`src/rtl/core/kmst_pkg.sv`:
```
`default_nettype none
package kmst_pkg;

  localparam int ID_W       = 16;
  localparam int LINE_W     = 16;
  localparam int HANDLE_W   = 16;
  localparam int OP_W       = 3;
  localparam int STATUS_W   = 2;
  localparam int SLOT_OUT_W = 4;
  localparam int BYTE_BITS  = 8;
  localparam int BIT_SEL_W  = 3;
  localparam int ROW_SRC_W  = ID_W - BIT_SEL_W;

  localparam int SLOTS_DEF  = 16;
  localparam int LINES_DEF  = 4;
  localparam int PBYTES_DEF = 32;

  localparam logic [OP_W-1:0] OP_ADD    = 3'd0;
  localparam logic [OP_W-1:0] OP_GET    = 3'd1;
  localparam logic [OP_W-1:0] OP_REMOVE = 3'd2;
  localparam logic [OP_W-1:0] OP_QUERY  = 3'd3;
  localparam logic [OP_W-1:0] OP_EMPTY  = 3'd4;
  localparam logic [OP_W-1:0] OP_FULL   = 3'd5;

  localparam logic [STATUS_W-1:0] ST_OK  = 2'd0;
  localparam logic [STATUS_W-1:0] ST_NO  = 2'd1;
  localparam logic [STATUS_W-1:0] ST_OOB = 2'd2;

  typedef struct packed {
    logic valid;
    logic key_hit;
    logic free_hit;
  } kmst_tok_t;

  typedef struct packed {
    logic            clear;
    logic            wr;
    logic            used;
    logic [ID_W-1:0] key;
  } kmst_cmd_t;

endpackage
`default_nettype wire

```
`src/rtl/core/kmst_cell.sv`:
```
`default_nettype none
module kmst_cell #(
  parameter int SLOT_W = 4
) (
  input  wire                          clk,
  input  wire                          rst_n,
  input  wire  [SLOT_W-1:0]            cell_idx,
  input  wire  [kmst_pkg::ID_W-1:0]    srch_id,
  input  kmst_pkg::kmst_cmd_t          cmd,
  input  kmst_pkg::kmst_tok_t          tok_in,
  input  wire  [SLOT_W-1:0]            key_slot_in,
  input  wire  [SLOT_W-1:0]            free_slot_in,
  output kmst_pkg::kmst_tok_t          tok_out,
  output logic [SLOT_W-1:0]            key_slot_out,
  output logic [SLOT_W-1:0]            free_slot_out
);

  logic                       used_r;
  logic [kmst_pkg::ID_W-1:0]  key_r;
  kmst_pkg::kmst_tok_t        tok_r;
  logic [SLOT_W-1:0]          key_slot_r;
  logic [SLOT_W-1:0]          free_slot_r;
  logic                       match;

  assign match = used_r && (key_r == srch_id);

  always_ff @(posedge clk) begin
    if (!rst_n) begin
      used_r <= 1'b0;
      tok_r  <= '0;
    end else begin
      if (cmd.clear) begin
        used_r <= 1'b0;
      end else if (cmd.wr) begin
        used_r <= cmd.used;
      end
      tok_r.valid <= tok_in.valid;
      if (tok_in.valid) begin
        tok_r.key_hit  <= tok_in.key_hit | match;
        tok_r.free_hit <= tok_in.free_hit | !used_r;
      end
    end
  end

  always_ff @(posedge clk) begin
    if (cmd.wr) begin
      key_r <= cmd.key;
    end
    if (tok_in.valid) begin
      key_slot_r  <= tok_in.key_hit ? key_slot_in : cell_idx;
      free_slot_r <= tok_in.free_hit ? free_slot_in : cell_idx;
    end
  end

  assign tok_out       = tok_r;
  assign key_slot_out  = key_slot_r;
  assign free_slot_out = free_slot_r;

endmodule
`default_nettype wire

```
`src/rtl/core/kmst_row_mod.sv`:
```
`default_nettype none
module kmst_row_mod #(
  parameter int PRESENCE_BYTES = kmst_pkg::PBYTES_DEF
) (
  input  wire                              clk,
  input  wire                              rst_n,
  input  wire                              start,
  input  wire  [kmst_pkg::ROW_SRC_W-1:0]   value,
  output logic                             done,
  output logic [((PRESENCE_BYTES > 1) ? $clog2(PRESENCE_BYTES) : 1)-1:0] row
);

  localparam int ROW_W = (PRESENCE_BYTES > 1) ? $clog2(PRESENCE_BYTES) : 1;
  localparam int VAL_W = kmst_pkg::ROW_SRC_W;
  localparam int RCP_W = VAL_W + 1;
  localparam int PRD_W = VAL_W + RCP_W;
  localparam int REM_W = VAL_W + 1;
  localparam logic [RCP_W-1:0] RECIP = RCP_W'((1 << VAL_W) / PRESENCE_BYTES);
  localparam logic [REM_W-1:0] PV    = REM_W'(PRESENCE_BYTES);

  logic [2:0]       stage_r;
  logic             done_r;
  logic [VAL_W-1:0] val_r;
  logic [RCP_W-1:0] quot_r;
  logic [REM_W-1:0] part_r;
  logic [ROW_W-1:0] rem_r;
  logic [PRD_W-1:0] prod;
  logic [REM_W-1:0] back_prod;
  logic [REM_W-1:0] part_nxt;
  logic [REM_W-1:0] rem_nxt;

  // The quotient taken from the reciprocal is at most one low, so one
  // subtraction corrects the remainder.
  assign prod      = PRD_W'(val_r) * PRD_W'(RECIP);
  assign back_prod = REM_W'(quot_r) * PV;
  assign part_nxt  = {1'b0, val_r} - back_prod;
  assign rem_nxt   = (part_r >= PV) ? (part_r - PV) : part_r;

  always_ff @(posedge clk) begin
    if (!rst_n) begin
      stage_r <= '0;
      done_r  <= 1'b0;
    end else if (start) begin
      stage_r <= 3'b001;
      done_r  <= 1'b0;
    end else begin
      stage_r <= {stage_r[1:0], 1'b0};
      if (stage_r[2]) begin
        done_r <= 1'b1;
      end
    end
  end

  always_ff @(posedge clk) begin
    if (start) begin
      val_r <= value;
    end
    if (stage_r[0]) begin
      quot_r <= prod[PRD_W-1:VAL_W];
    end
    if (stage_r[1]) begin
      part_r <= part_nxt;
    end
    if (stage_r[2]) begin
      rem_r <= rem_nxt[ROW_W-1:0];
    end
  end

  assign done = done_r;
  assign row  = rem_r;

endmodule
`default_nettype wire

```
`src/rtl/core/keyed_message_slot_table.sv`:
```
// An item's result is loaded in S_READ once its search and its presence row are both done.
// Empty all clears the slot cells, then sweeps the bitmap, one presence row cleared per cycle.
// One item is in flight at a time and the next transfer can be taken in the cycle after the
// result is loaded; the search token walks the slot chain.
// After reset a clearing pass zeroes the line store and presence bitmap; no item is taken
// until it ends.
`default_nettype none
module keyed_message_slot_table #(
  parameter int SLOTS          = kmst_pkg::SLOTS_DEF,
  parameter int LINES_PER_SLOT = kmst_pkg::LINES_DEF,
  parameter int PRESENCE_BYTES = kmst_pkg::PBYTES_DEF
) (
  input  wire                                clk,
  input  wire                                rst_n,
  input  wire                                in_valid,
  output logic                               in_stall,
  input  wire  [kmst_pkg::OP_W-1:0]          in_op,
  input  wire  [kmst_pkg::ID_W-1:0]          in_msg_id,
  input  wire  [kmst_pkg::LINE_W-1:0]        in_line_no,
  input  wire  [kmst_pkg::HANDLE_W-1:0]      in_text_handle,
  output logic                               out_valid,
  input  wire                                out_stall,
  output logic [kmst_pkg::STATUS_W-1:0]      out_status,
  output logic [kmst_pkg::SLOT_OUT_W-1:0]    out_slot_index,
  output logic [kmst_pkg::HANDLE_W-1:0]      out_line_handle,
  output logic                               out_is_full
);

  localparam int SLOT_W = $clog2(SLOTS);
  localparam int NLINES = SLOTS * LINES_PER_SLOT;
  localparam int LA_W   = $clog2(NLINES);
  localparam int LN_W   = (LINES_PER_SLOT > 1) ? $clog2(LINES_PER_SLOT) : 1;
  localparam int ROW_W  = (PRESENCE_BYTES > 1) ? $clog2(PRESENCE_BYTES) : 1;
  localparam int CLR_N  = (NLINES > PRESENCE_BYTES) ? NLINES : PRESENCE_BYTES;
  localparam int CLR_W  = $clog2(CLR_N);
  localparam int BB     = kmst_pkg::BYTE_BITS;

  typedef enum logic [2:0] {
    S_CLEAR,
    S_IDLE,
    S_SEARCH,
    S_SWEEP,
    S_READ
  } state_t;

  state_t                          state_r, state_nxt;
  logic [CLR_W-1:0]                cnt_r, cnt_nxt;
  logic [kmst_pkg::OP_W-1:0]       op_r;
  logic [kmst_pkg::ID_W-1:0]       id_r;
  logic [LN_W-1:0]                 line_lo_r;
  logic                            line_ok_r;
  logic [kmst_pkg::HANDLE_W-1:0]   handle_r;
  logic                            launch_r;
  logic                            srch_done_r;
  logic                            out_valid_r;
  logic [kmst_pkg::STATUS_W-1:0]   out_status_r;
  logic [SLOT_W-1:0]               out_slot_r;
  logic [kmst_pkg::HANDLE_W-1:0]   out_lh_r;
  logic                            out_full_r;

  logic [kmst_pkg::HANDLE_W-1:0]   line_mem [NLINES];
  logic [BB-1:0]                   pres_mem [PRESENCE_BYTES];
  logic [kmst_pkg::HANDLE_W-1:0]   line_rd_r;
  logic [BB-1:0]                   pres_rd_r;

  logic                            accept;
  logic                            out_free;
  logic                            out_load;
  logic                            mod_done;
  logic [ROW_W-1:0]                row;
  logic                            rd_en;
  logic                            line_we;
  logic [LA_W-1:0]                 line_wa;
  logic [LA_W-1:0]                 line_ra;
  logic [kmst_pkg::HANDLE_W-1:0]   line_wd;
  logic                            pres_we;
  logic [ROW_W-1:0]                pres_wa;
  logic [BB-1:0]                   pres_wd;
  logic [BB-1:0]                   bit_mask;
  logic                            pbit;
  logic                            add_hit;
  logic [SLOT_W-1:0]               add_slot;
  logic                            cell_clear;
  logic                            cell_wr;
  logic                            cell_used;
  logic [SLOT_W-1:0]               cell_slot;
  logic [kmst_pkg::STATUS_W-1:0]   res_status;
  logic [SLOT_W-1:0]               res_slot;
  logic [kmst_pkg::HANDLE_W-1:0]   res_lh;
  logic                            res_full;
  logic [SLOT_W+kmst_pkg::SLOT_OUT_W-1:0] slot_ext;

  kmst_pkg::kmst_tok_t             tok   [SLOTS+1];
  logic [SLOT_W-1:0]               kslot [SLOTS+1];
  logic [SLOT_W-1:0]               fslot [SLOTS+1];
  logic [SLOTS:0]                  tok_vld;

  assign in_stall = (state_r != S_IDLE);
  assign accept   = in_valid && !in_stall;
  assign out_free = !out_valid_r || !out_stall;

  kmst_row_mod #(
    .PRESENCE_BYTES(PRESENCE_BYTES)
  ) u_row_mod (
    .clk  (clk),
    .rst_n(rst_n),
    .start(accept),
    .value(in_msg_id[kmst_pkg::ID_W-1:kmst_pkg::BIT_SEL_W]),
    .done (mod_done),
    .row  (row)
  );

  assign tok[0]   = '{valid: launch_r, key_hit: 1'b0, free_hit: 1'b0};
  assign kslot[0] = '0;
  assign fslot[0] = '0;

  for (genvar i = 0; i < SLOTS; i++) begin : g_cell
    kmst_pkg::kmst_cmd_t cmd;

    assign cmd = '{clear: cell_clear,
                   wr:    cell_wr && (cell_slot == SLOT_W'(i)),
                   used:  cell_used,
                   key:   id_r};

    kmst_cell #(
      .SLOT_W(SLOT_W)
    ) u_cell (
      .clk          (clk),
      .rst_n        (rst_n),
      .cell_idx     (SLOT_W'(i)),
      .srch_id      (id_r),
      .cmd          (cmd),
      .tok_in       (tok[i]),
      .key_slot_in  (kslot[i]),
      .free_slot_in (fslot[i]),
      .tok_out      (tok[i+1]),
      .key_slot_out (kslot[i+1]),
      .free_slot_out(fslot[i+1])
    );
  end

  for (genvar j = 0; j <= SLOTS; j++) begin : g_vld
    assign tok_vld[j] = tok[j].valid;
  end

  assign pbit     = pres_rd_r[id_r[kmst_pkg::BIT_SEL_W-1:0]];
  assign bit_mask = BB'(1) << id_r[kmst_pkg::BIT_SEL_W-1:0];
  assign add_hit  = pbit ? tok[SLOTS].key_hit : tok[SLOTS].free_hit;
  assign add_slot = pbit ? kslot[SLOTS] : fslot[SLOTS];
  assign line_ra  = LA_W'(kslot[SLOTS]) * LA_W'(LINES_PER_SLOT) + LA_W'(line_lo_r);

  always_comb begin
    state_nxt  = state_r;
    cnt_nxt    = cnt_r;
    rd_en      = 1'b0;
    out_load   = 1'b0;
    cell_clear = 1'b0;
    cell_wr    = 1'b0;
    cell_used  = 1'b0;
    cell_slot  = add_slot;
    line_we    = 1'b0;
    line_wa    = LA_W'(add_slot) * LA_W'(LINES_PER_SLOT) + LA_W'(line_lo_r);
    line_wd    = handle_r;
    pres_we    = 1'b0;
    pres_wa    = row;
    pres_wd    = pres_rd_r | bit_mask;
    res_status = kmst_pkg::ST_NO;
    res_slot   = '0;
    res_lh     = '0;
    res_full   = 1'b0;

    unique case (state_r)
      S_CLEAR: begin
        pres_we = ({1'b0, cnt_r} < (CLR_W + 1)'(PRESENCE_BYTES));
        pres_wa = cnt_r[ROW_W-1:0];
        pres_wd = '0;
        line_we = ({1'b0, cnt_r} < (CLR_W + 1)'(NLINES));
        line_wa = cnt_r[LA_W-1:0];
        line_wd = '0;
        if (cnt_r == CLR_W'(CLR_N - 1)) begin
          cnt_nxt   = '0;
          state_nxt = S_IDLE;
        end else begin
          cnt_nxt = cnt_r + 1'b1;
        end
      end
      S_IDLE: begin
        if (in_valid) begin
          if (in_op == kmst_pkg::OP_EMPTY) begin
            cell_clear = 1'b1;
            cnt_nxt    = '0;
            state_nxt  = S_SWEEP;
          end else begin
            state_nxt = S_SEARCH;
          end
        end
      end
      S_SEARCH: begin
        if (srch_done_r && mod_done) begin
          rd_en     = 1'b1;
          state_nxt = S_READ;
        end
      end
      S_SWEEP: begin
        pres_we = 1'b1;
        pres_wa = cnt_r[ROW_W-1:0];
        pres_wd = '0;
        if (cnt_r == CLR_W'(PRESENCE_BYTES - 1)) begin
          cnt_nxt   = '0;
          state_nxt = S_READ;
        end else begin
          cnt_nxt = cnt_r + 1'b1;
        end
      end
      S_READ: begin
        case (op_r)
          kmst_pkg::OP_ADD: begin
            if (add_hit && line_ok_r) begin
              res_status = kmst_pkg::ST_OK;
              res_slot   = add_slot;
              pres_we    = out_free;
              cell_wr    = out_free;
              cell_used  = 1'b1;
              line_we    = out_free;
            end
          end
          kmst_pkg::OP_GET: begin
            if (tok[SLOTS].key_hit) begin
              res_slot = kslot[SLOTS];
              if (line_ok_r) begin
                res_status = kmst_pkg::ST_OK;
                res_lh     = line_rd_r;
              end else begin
                res_status = kmst_pkg::ST_OOB;
              end
            end
          end
          kmst_pkg::OP_REMOVE: begin
            if (pbit) begin
              pres_we = out_free;
              pres_wd = pres_rd_r & ~bit_mask;
              if (tok[SLOTS].key_hit) begin
                res_status = kmst_pkg::ST_OK;
                res_slot   = kslot[SLOTS];
                cell_wr    = out_free;
                cell_slot  = kslot[SLOTS];
              end
            end
          end
          kmst_pkg::OP_QUERY: begin
            res_status = pbit ? kmst_pkg::ST_OK : kmst_pkg::ST_NO;
          end
          kmst_pkg::OP_EMPTY: begin
            res_status = kmst_pkg::ST_OK;
          end
          kmst_pkg::OP_FULL: begin
            res_status = kmst_pkg::ST_OK;
            res_full   = !tok[SLOTS].free_hit;
          end
          default: begin
            res_status = kmst_pkg::ST_NO;
          end
        endcase
        if (out_free) begin
          out_load  = 1'b1;
          state_nxt = S_IDLE;
        end
      end
      default: begin
        state_nxt = S_CLEAR;
      end
    endcase
  end

  always_ff @(posedge clk) begin
    if (!rst_n) begin
      state_r     <= S_CLEAR;
      cnt_r       <= '0;
      launch_r    <= 1'b0;
      srch_done_r <= 1'b0;
      out_valid_r <= 1'b0;
    end else begin
      state_r  <= state_nxt;
      cnt_r    <= cnt_nxt;
      launch_r <= accept && (in_op != kmst_pkg::OP_EMPTY);
      if (accept) begin
        srch_done_r <= 1'b0;
      end else if (tok[SLOTS].valid) begin
        srch_done_r <= 1'b1;
      end
      if (out_load) begin
        out_valid_r <= 1'b1;
      end else if (!out_stall) begin
        out_valid_r <= 1'b0;
      end
    end
    if (accept) begin
      op_r      <= in_op;
      id_r      <= in_msg_id;
      line_lo_r <= in_line_no[LN_W-1:0];
      line_ok_r <= (in_line_no < kmst_pkg::LINE_W'(LINES_PER_SLOT));
      handle_r  <= in_text_handle;
    end
    if (out_load) begin
      out_status_r <= res_status;
      out_slot_r   <= res_slot;
      out_lh_r     <= res_lh;
      out_full_r   <= res_full;
    end
  end

  always_ff @(posedge clk) begin
    if (line_we) begin
      line_mem[line_wa] <= line_wd;
    end
    if (rd_en && line_ok_r) begin
      line_rd_r <= line_mem[line_ra];
    end
  end

  always_ff @(posedge clk) begin
    if (pres_we) begin
      pres_mem[pres_wa] <= pres_wd;
    end
    if (rd_en) begin
      pres_rd_r <= pres_mem[row];
    end
  end

  assign slot_ext        = {{kmst_pkg::SLOT_OUT_W{1'b0}}, out_slot_r};
  assign out_valid       = out_valid_r;
  assign out_status      = out_status_r;
  assign out_slot_index  = slot_ext[kmst_pkg::SLOT_OUT_W-1:0];
  assign out_line_handle = out_lh_r;
  assign out_is_full     = out_full_r;

`ifndef SYNTHESIS
  a_one_token: assert property (@(posedge clk) disable iff (!rst_n)
    $onehot0(tok_vld))
    else $error("More than one search token in the slot chain.");

  a_no_write_during_search: assert property (@(posedge clk) disable iff (!rst_n)
    (cell_wr || cell_clear) |-> (tok_vld == '0))
    else $error("Slot cell written while a search is in the chain.");

  a_no_overwrite: assert property (@(posedge clk) disable iff (!rst_n)
    out_load |-> !(out_valid_r && out_stall))
    else $error("Result register overwritten while its transfer is stalled.");
`endif

endmodule
`default_nettype wire

```
`config.mk`:
```
export PLATFORM = sky130hd
export DESIGN_NAME = keyed_message_slot_table
export DESIGN_NICKNAME = d
export VERILOG_FILES = /design/src/rtl/core/kmst_pkg.sv /design/src/rtl/core/kmst_cell.sv /design/src/rtl/core/kmst_row_mod.sv /design/src/rtl/core/keyed_message_slot_table.sv
export SDC_FILE = /design/constraint.sdc
export NUM_CORES = 2
export LEC_CHECK = 0
export ABC_AREA = 1
export ABC_CLOCK_PERIOD_IN_PS = 7720
export BUFFER_PORTS_ARGS = -buffer_cell sky130_fd_sc_hd__buf_2
export CORE_MARGIN = 5
export CORE_UTILIZATION = 56
export CTS_CLUSTER_SIZE = 28
export DETAILED_ROUTE_END_ITERATION = 10
export GPL_TIMING_DRIVEN = 0
export MAX_ROUTING_LAYER = met4
export PLACE_DENSITY_LB_ADDON = 0.15
export SYNTH_ARGS = -nofsm -noshare
export SYNTH_HDL_FRONTEND = slang
export SYNTH_SLANG_ARGS = --single-unit
```
`constraint.sdc`:
```
create_clock -name clk -period 7.72 [get_ports clk]
set_clock_uncertainty 0.15 [all_clocks]
set_input_delay 1.544 -clock clk [delete_from_list [all_inputs] [get_ports clk]]
set_output_delay 1.544 -clock clk [all_outputs]
set_load 0.1 [all_outputs]
```
# Word-level counts from Yosys, hierarchy flattened
# Memories as Yosys holds them, arrays and structs flattened. A register that Yosys moved wholly into a read port is not among the register bits.
# Index checks and enable logic that the tools add are counted.
# W data, S select, Z words.
[totals]
ff_bits = 535
ram_bits = 1280
inputBits = 55
output_inout_bits = 25
elab_cells = 364
n_memories = 2
[op_classes]
addsub = 5
magnitude_cmp = 4
eq_ne = 52
n_shift = 1
muxes = 65
bitwise_logic = 34
reduce_logical = 70
[memory_table]
columns = ["name", "words", "word_bits", "rd", "rd_ports_with_merged_regs", "wr", "line", "rtl"]
rows = [
  ["line_mem", 64, 16, 1, 1, 1, "keyed_message_slot_table.sv:61", "logic [kmst_pkg::HANDLE_W-1:0] line_mem [NLINES];"],
  ["pres_mem", 32, 8, 1, 1, 1, "keyed_message_slot_table.sv:62", "logic [BB-1:0] pres_mem [PRESENCE_BYTES];"],
]
[ops]
columns = ["cell", "count"]
rows = [
  ["$eq A16 B16 Y1", 16],
  ["$logic_and A1 B1 Y1", 37],
  ["$eq A4 B4 Y1 const B", 8],
  ["$mux W4", 8],
  ["$mux W1", 30],
  ["$mux W6", 5],
  ["$or A1 B1 Y1", 30],
  ["$logic_not A1 Y1", 20],
  ["$pmux W6 S3", 1],
  ["$eq A4 B3 Y1 const B", 4],
  ["$lt A16 B3 Y1 const B", 1],
  ["$mux W16", 1],
  ["$mux W8", 2],
  ["$pmux W8 S2", 1],
  ["$mux W3", 5],
  ["$pmux W3 S5", 1],
  ["$ge A14 B6 Y1 const B", 1],
  ["$sub A13 B13 Y14", 1],
  ["$add A6 B2 Y6", 2],
  ["$eq A3 B2 Y1 const B", 4],
  ["$eq A3 B3 Y1 const B", 4],
  ["$ne A2 B2 Y1 const B", 6],
  ["$pmux W4 S3", 1],
  ["$mux W5", 2],
  ["31 further kinds", 40],
]

# Depth between registers and ports, before layout
[logic_depth]
ltp_word = 9
mapped_depth = 16
mapped_depth_nobuf = 15

# Modules after synthesis
# Synthesis repeated with hierarchy kept, for this count alone.
[unflattened]
hier_cells = 6496
area_unflattened_um2 = 75384.8
[by_module_without_submodules]
columns = ["module", "n_inst", "cells_each", "area_per_inst_um2", "seq_area_each_um2"]
rows = [
  ["keyed_message_slot_table", 1, 4387, 55015.3, 41229.5],
  ["kmst_cell", 16, 130, 1237.4, 800.8],
  ["kmst_row_mod", 1, 29, 570.5, 530.5],
]

# Worst setup path before layout
# OpenSTA, ideal clock, no wires.
[synth_path]
path_kind = "input port to flip-flop"
startpoint = "in in_valid"
endpoint = "reg g_cell[10].u_cell.used_r"
setup_time_ps = 110
t_arrival_ps = 4141
required_time_ps = 7460
setup_slack_ps = 3319
stages = 6
n_path_buf = 1
path_cell_list = "inv_1 -> nor2_1 -> a21oi_1 -> clkbuf_1 -> nand2_1 -> nor2_1"
[synth_between]
elab_chain_cells = 3
[synth_rtl]
columns = ["item", "line", "rtl"]
rows = [
  ["start: declaration", "keyed_message_slot_table.sv:15", "input wire in_valid,"],
  ["$mux W1", "keyed_message_slot_table.sv:188", "if (in_valid) begin"],
  ["$mux W1", "keyed_message_slot_table.sv:172", "unique case (state_r)"],
  ["$reduce_or A2 Y1 (no source line)", "--", ""],
  ["end signal: assignment", "kmst_cell.sv:35", "used_r <= cmd.used;"],
  ["end: declaration", "kmst_cell.sv:18", "logic used_r;"],
]
# No other way between the ends.
# A chain may end at the register's enable or synchronous reset.

# Worst setup path after layout
[layout_path]
startpoint = "reg line_lo_r[1]"
endpoint = "reg line_rd_r[9] (netlist name), read port of line_mem (data pin)"
[layout_between]
elab_chain_cells = 1
[layout_rtl]
columns = ["item", "line", "rtl"]
rows = [
  ["start: declaration", "keyed_message_slot_table.sv:50", "logic [LN_W-1:0] line_lo_r;"],
  ["start signal: assignment", "keyed_message_slot_table.sv:300", "line_lo_r <= in_line_no[LN_W-1:0];"],
  ["$add A6 B2 Y6", "keyed_message_slot_table.sv:150", "assign line_ra = LA_W'(kslot[SLOTS]) * LA_W'(LINES_PER_SLOT) + LA_W'(line_lo_r);"],
  ["end: declaration", "keyed_message_slot_table.sv:63", "logic [kmst_pkg::HANDLE_W-1:0] line_rd_r;"],
]
# No other way between the ends.

==> metrics.md <==
| Metric | Value |
|---|---|
| Run status | complete, no violations |
| HP Class | flip-flop to flip-flop |
| FFs w/ async S/R, synth | 0 |
| Reg2Reg Capture Point | line_rd_r[9] |
| Layout cells sized above 1 | 0.117 |
| Ys flop type | edfxtp_1 |
| Vias per cell | about 6.4 |
| WL/cell | roughly 30 um |
| Number of synthesis warnings | 0 |
| Fin nets | just over 6,000 |
| Max cap viols | 0 |
| Via count | between 40,000 and 50,000 |
| Post-route design area | approximately 83,000 um2 |
| DRC viols | 0 |
| Most frequent cells in the layout | edfxtp_1, nor2_1, o21ai_0 |
| Placed Area | around 77,000 um2 |
| Slew @ Worst Pin | approximately 1.4 ns |
| TritonCTS clock tree | built |
| Post-synthesis sequential area ratio | 0.741 |
| Total track usage | 0.355 |
| Total core area | ~130,000 um2 |
| Netlist cell types | 51 |
| RSZ-0062 raised after global routing | no |
| Final setup vio count | 0 |
| Final slew viol count | 0 |
| Number of synthesized flops with an enable pin | roughly 1,700 |
| Clk buf depth | 3 |
| Area Growth Syn to Fin | 14.9% |
| CP arrival | ~4.9 ns |
| Most Used Layer, Global Route | met2 |
| Largest net degree at the start of global routing | 41 |
| GR Layer Usage met2 | 0.529 |
| Die Footprint | around 140,000 um2 |
| Post-Route WL | about 240 mm |
| Power Density | between 200 and 300 nW/um2 |
| Initial Util | 0.565 |
| Post-route setup TNS | 0 ns |
| Worst EP required | around 8 ns |
| Avg Cell Area, Syn | ~13 um2 |
| Worst setup path start | line_lo_r[1] |
| Worst-path maximum fanout | 10 |
| Iteration-0 DRC Markers | 7,326 |
| Mapped Cells | between 5,000 and 6,000 |
| Final Cycle Share | 0.576 |
| CTS root buf | clkbuf_16 |
| Initial antenna violation count | 12 |
| DP Wirelength | between 150 and 200 mm |
| Synthesized net count | 5,712 |
| Total gr overflow | 0 |
| Peak VDD IR | 278 uV |
| H-tree depth | 4 |
| Yosys reg bits | between 1,500 and 2,000 |
| Met3 Use GR | 0.0734 |
| Worst relative slew slack | 0.0788 |
| Final hold vios | 0 |
| Routability Congestion | between 1 and 1.5 |
| Tot Pwr | around 0.024 W |
| CTS sink cnt | about 1,800 |
| Worst setup endpoint | line_rd_r[9] |
| CTS buffer count | 180 |
| Worst-path clk slew | roughly 0.060 ns |
| GR Util met1 | 0.465 |
| Fin crit period | roughly 4.4 ns |
| Minimum setup slack among reg-to-reg paths | between 3 and 4 ns |
| Crit Path Class | flip-flop to flip-flop |
| Post-CTS sizing | 0 |
| Commonest non-fill, non-tap cell in the layout | edfxtp_1 |
| R2R depth | 9 |
| Port bufs | between 70 and 80 |
| Antenna viol nets, final | 0 |
| Clk_lat worst skew | between 0.8 and 0.9 ns |
| Max Clk Rate | between 200 and 250 MHz |
| Final std cells w/o fill | approximately 7,800 |
| Post-CTS Setup Bufs | 0 |
| Mapped Area | 72,200 um2 |
| P_leak | 27.8 nW |
| Rows | between 100 and 150 |
| First-pass GRT wire length | about 330 mm |
| Die height | between 300 and 400 um |
| Placed Cells | around 7,500 |
| First-pass DRT Iterations | 6 |
| CP endpoint kind | flip-flop |
| Die X | 369 um |
| RR Startpoint | line_lo_r[1] |
| Io pins | 80 |
| Hold Buf Count CTS | 0 |
| Setup crit start kind | flip-flop |
| Vias in the first global route | between 40,000 and 50,000 |
## cell families after synthesis
logic type / after synthesis / synth area share
DFF: 1809 / 0.741
xor gates and xnor gates: 110 / 0.0133
AOI/OAI and AO/OA: 1437 / 0.114
adders and majority gates: 1 / 0.000173
buffers and inverters: 603 / 0.0332
and+or+nand+nor: 1696 / 0.0982
## synthesized netlist by cell type, types with 2 or more instances
| cell | count | area (um2) |
|---|---|---|
| nor4_1 | 29 | 181 |
| o21ai_4 | 3 | 48.8 |
| a211oi_1 | 9 | 67.6 |
| nand3_1 | 67 | 335 |
| buf_2 | 45 | 225 |
| nand4_1 | 28 | 175 |
| xnor2_1 | 51 | 447 |
| buf_4 | 6 | 45.0 |
| nand3_4 | 2 | 35.0 |
| dfxtp_1 | 80 | 1600 |
| a21oi_1 | 61 | 305 |
| buf_6 | 2 | 22.5 |
| a32oi_1 | 11 | 96.3 |
| xor2_1 | 59 | 517 |
| nand2_4 | 10 | 113 |
| nor2_2 | 3 | 18.8 |
| o211ai_1 | 50 | 375 |
| buf_8 | 2 | 30.0 |
| nor3_1 | 17 | 85.1 |
| buf_1 | 7 | 26.3 |
| o21ai_0 | 849 | 4250 |
| a31oi_1 | 30 | 188 |
| or2_2 | 59 | 369 |
| inv_1 | 252 | 946 |
| nand2_2 | 21 | 131 |
| a211o_1 | 6 | 52.6 |
| nand3_2 | 15 | 150 |
| o2111ai_1 | 33 | 289 |
| o21ai_2 | 2 | 17.5 |
| clkbuf_1 | 273 | 1020 |
| clkinv_1 | 5 | 18.8 |
| a22oi_1 | 5 | 37.5 |
| nor3b_1 | 4 | 30.0 |
| o22ai_1 | 287 | 1800 |
| o221ai_1 | 58 | 508 |
| o21bai_1 | 12 | 90.1 |
| edfxtp_1 | 1729 | 51900 |
| inv_2 | 9 | 33.8 |
| nand2_1 | 455 | 1710 |
| nor2_4 | 3 | 33.8 |
| nor2_1 | 979 | 3670 |
| o21ai_1 | 19 | 95.1 |
## flip-flops by register name, indices dropped and copies added, names as in the netlist, 4 cells and up
register / cells
out_line_handle: 16
pres_mem: 256
handle_r: 16
g_cell.u_cell.key_r: 256
cnt_r: 6
pres_rd_r: 8
g_cell.u_cell.tok_out: 48
g_cell.u_cell.used_r: 16
u_row_mod.part_r: 5
g_cell.u_cell.free_slot_out: 49
out_slot_index: 4
g_cell.u_cell.key_slot_out: 49
line_mem: 1024
id_r: 16
u_row_mod.row: 5
line_rd_r: 16
## how the worst min path moves through the flow
stage                                     from                   end  slack [ns]  cells past startpoint
after floorplan           u_row_mod.stage_r[0]  u_row_mod.stage_r[1]        0.24                      2
after global placement    u_row_mod.stage_r[0]  u_row_mod.stage_r[1]        0.25                      2
after detailed placement   u_row_mod.part_r[2]      u_row_mod.row[2]        0.26                      0
after CTS                 u_row_mod.stage_r[0]  u_row_mod.stage_r[1]        0.27                      2
after global routing       u_row_mod.part_r[1]      u_row_mod.row[1]        0.28                      0
final                      u_row_mod.part_r[2]      u_row_mod.row[2]        0.27                      0
## report_power, final
part           internal (W)  leakage, nW  switching, W
clock               0.00510         2.92       0.00372
combinational      0.000820         8.25       0.00288
sequential           0.0118         16.7      0.000160
## metrics by stage
stage / utilization / hold slack (ns) / worst slack (ns)
after floorplan: - / 0.244 / 3.32
after global placement: 0.584 / 0.250 / 0.894
after detailed placement: 0.602 / 0.259 / 3.35
after CTS: 0.649 / 0.269 / 3.42
after global routing: 0.649 / 0.277 / 3.30
final: 0.649 / 0.268 / 3.27
## layer usage
layer	part of all wire	wire length (um)	vias up
met1	0.37	87200	24400
met4	0.065	15500	0
met5	0	0	-
met2	0.45	107000	3393
li1	-	-	21400
met3	0.12	27600	629
## critical path, stage by stage (launching register included)
cell	delay, ns
edfxtp_1	0.52
inv_1	0.15
clkbuf_1	1.02
clkbuf_1	0.43
o21ai_0	0.16
o22ai_1	0.35
o21ai_0	0.20
o21ai_0	0.77
o211ai_1	0.28
nand2_1	0.24
## cell type report
cell class	count	area, um2
diodes	17	42.5
plain buffers	336	1390
clock buffers	217	4800
clock inverters	114	1150
fillers	9458	44900
inverters	267	1010
multi-input cells	3244	16700
flip-flops and latches	1809	53500
well taps	1662	2080
repair buffers	170	2260
Power figures use the tool's default switching activity.
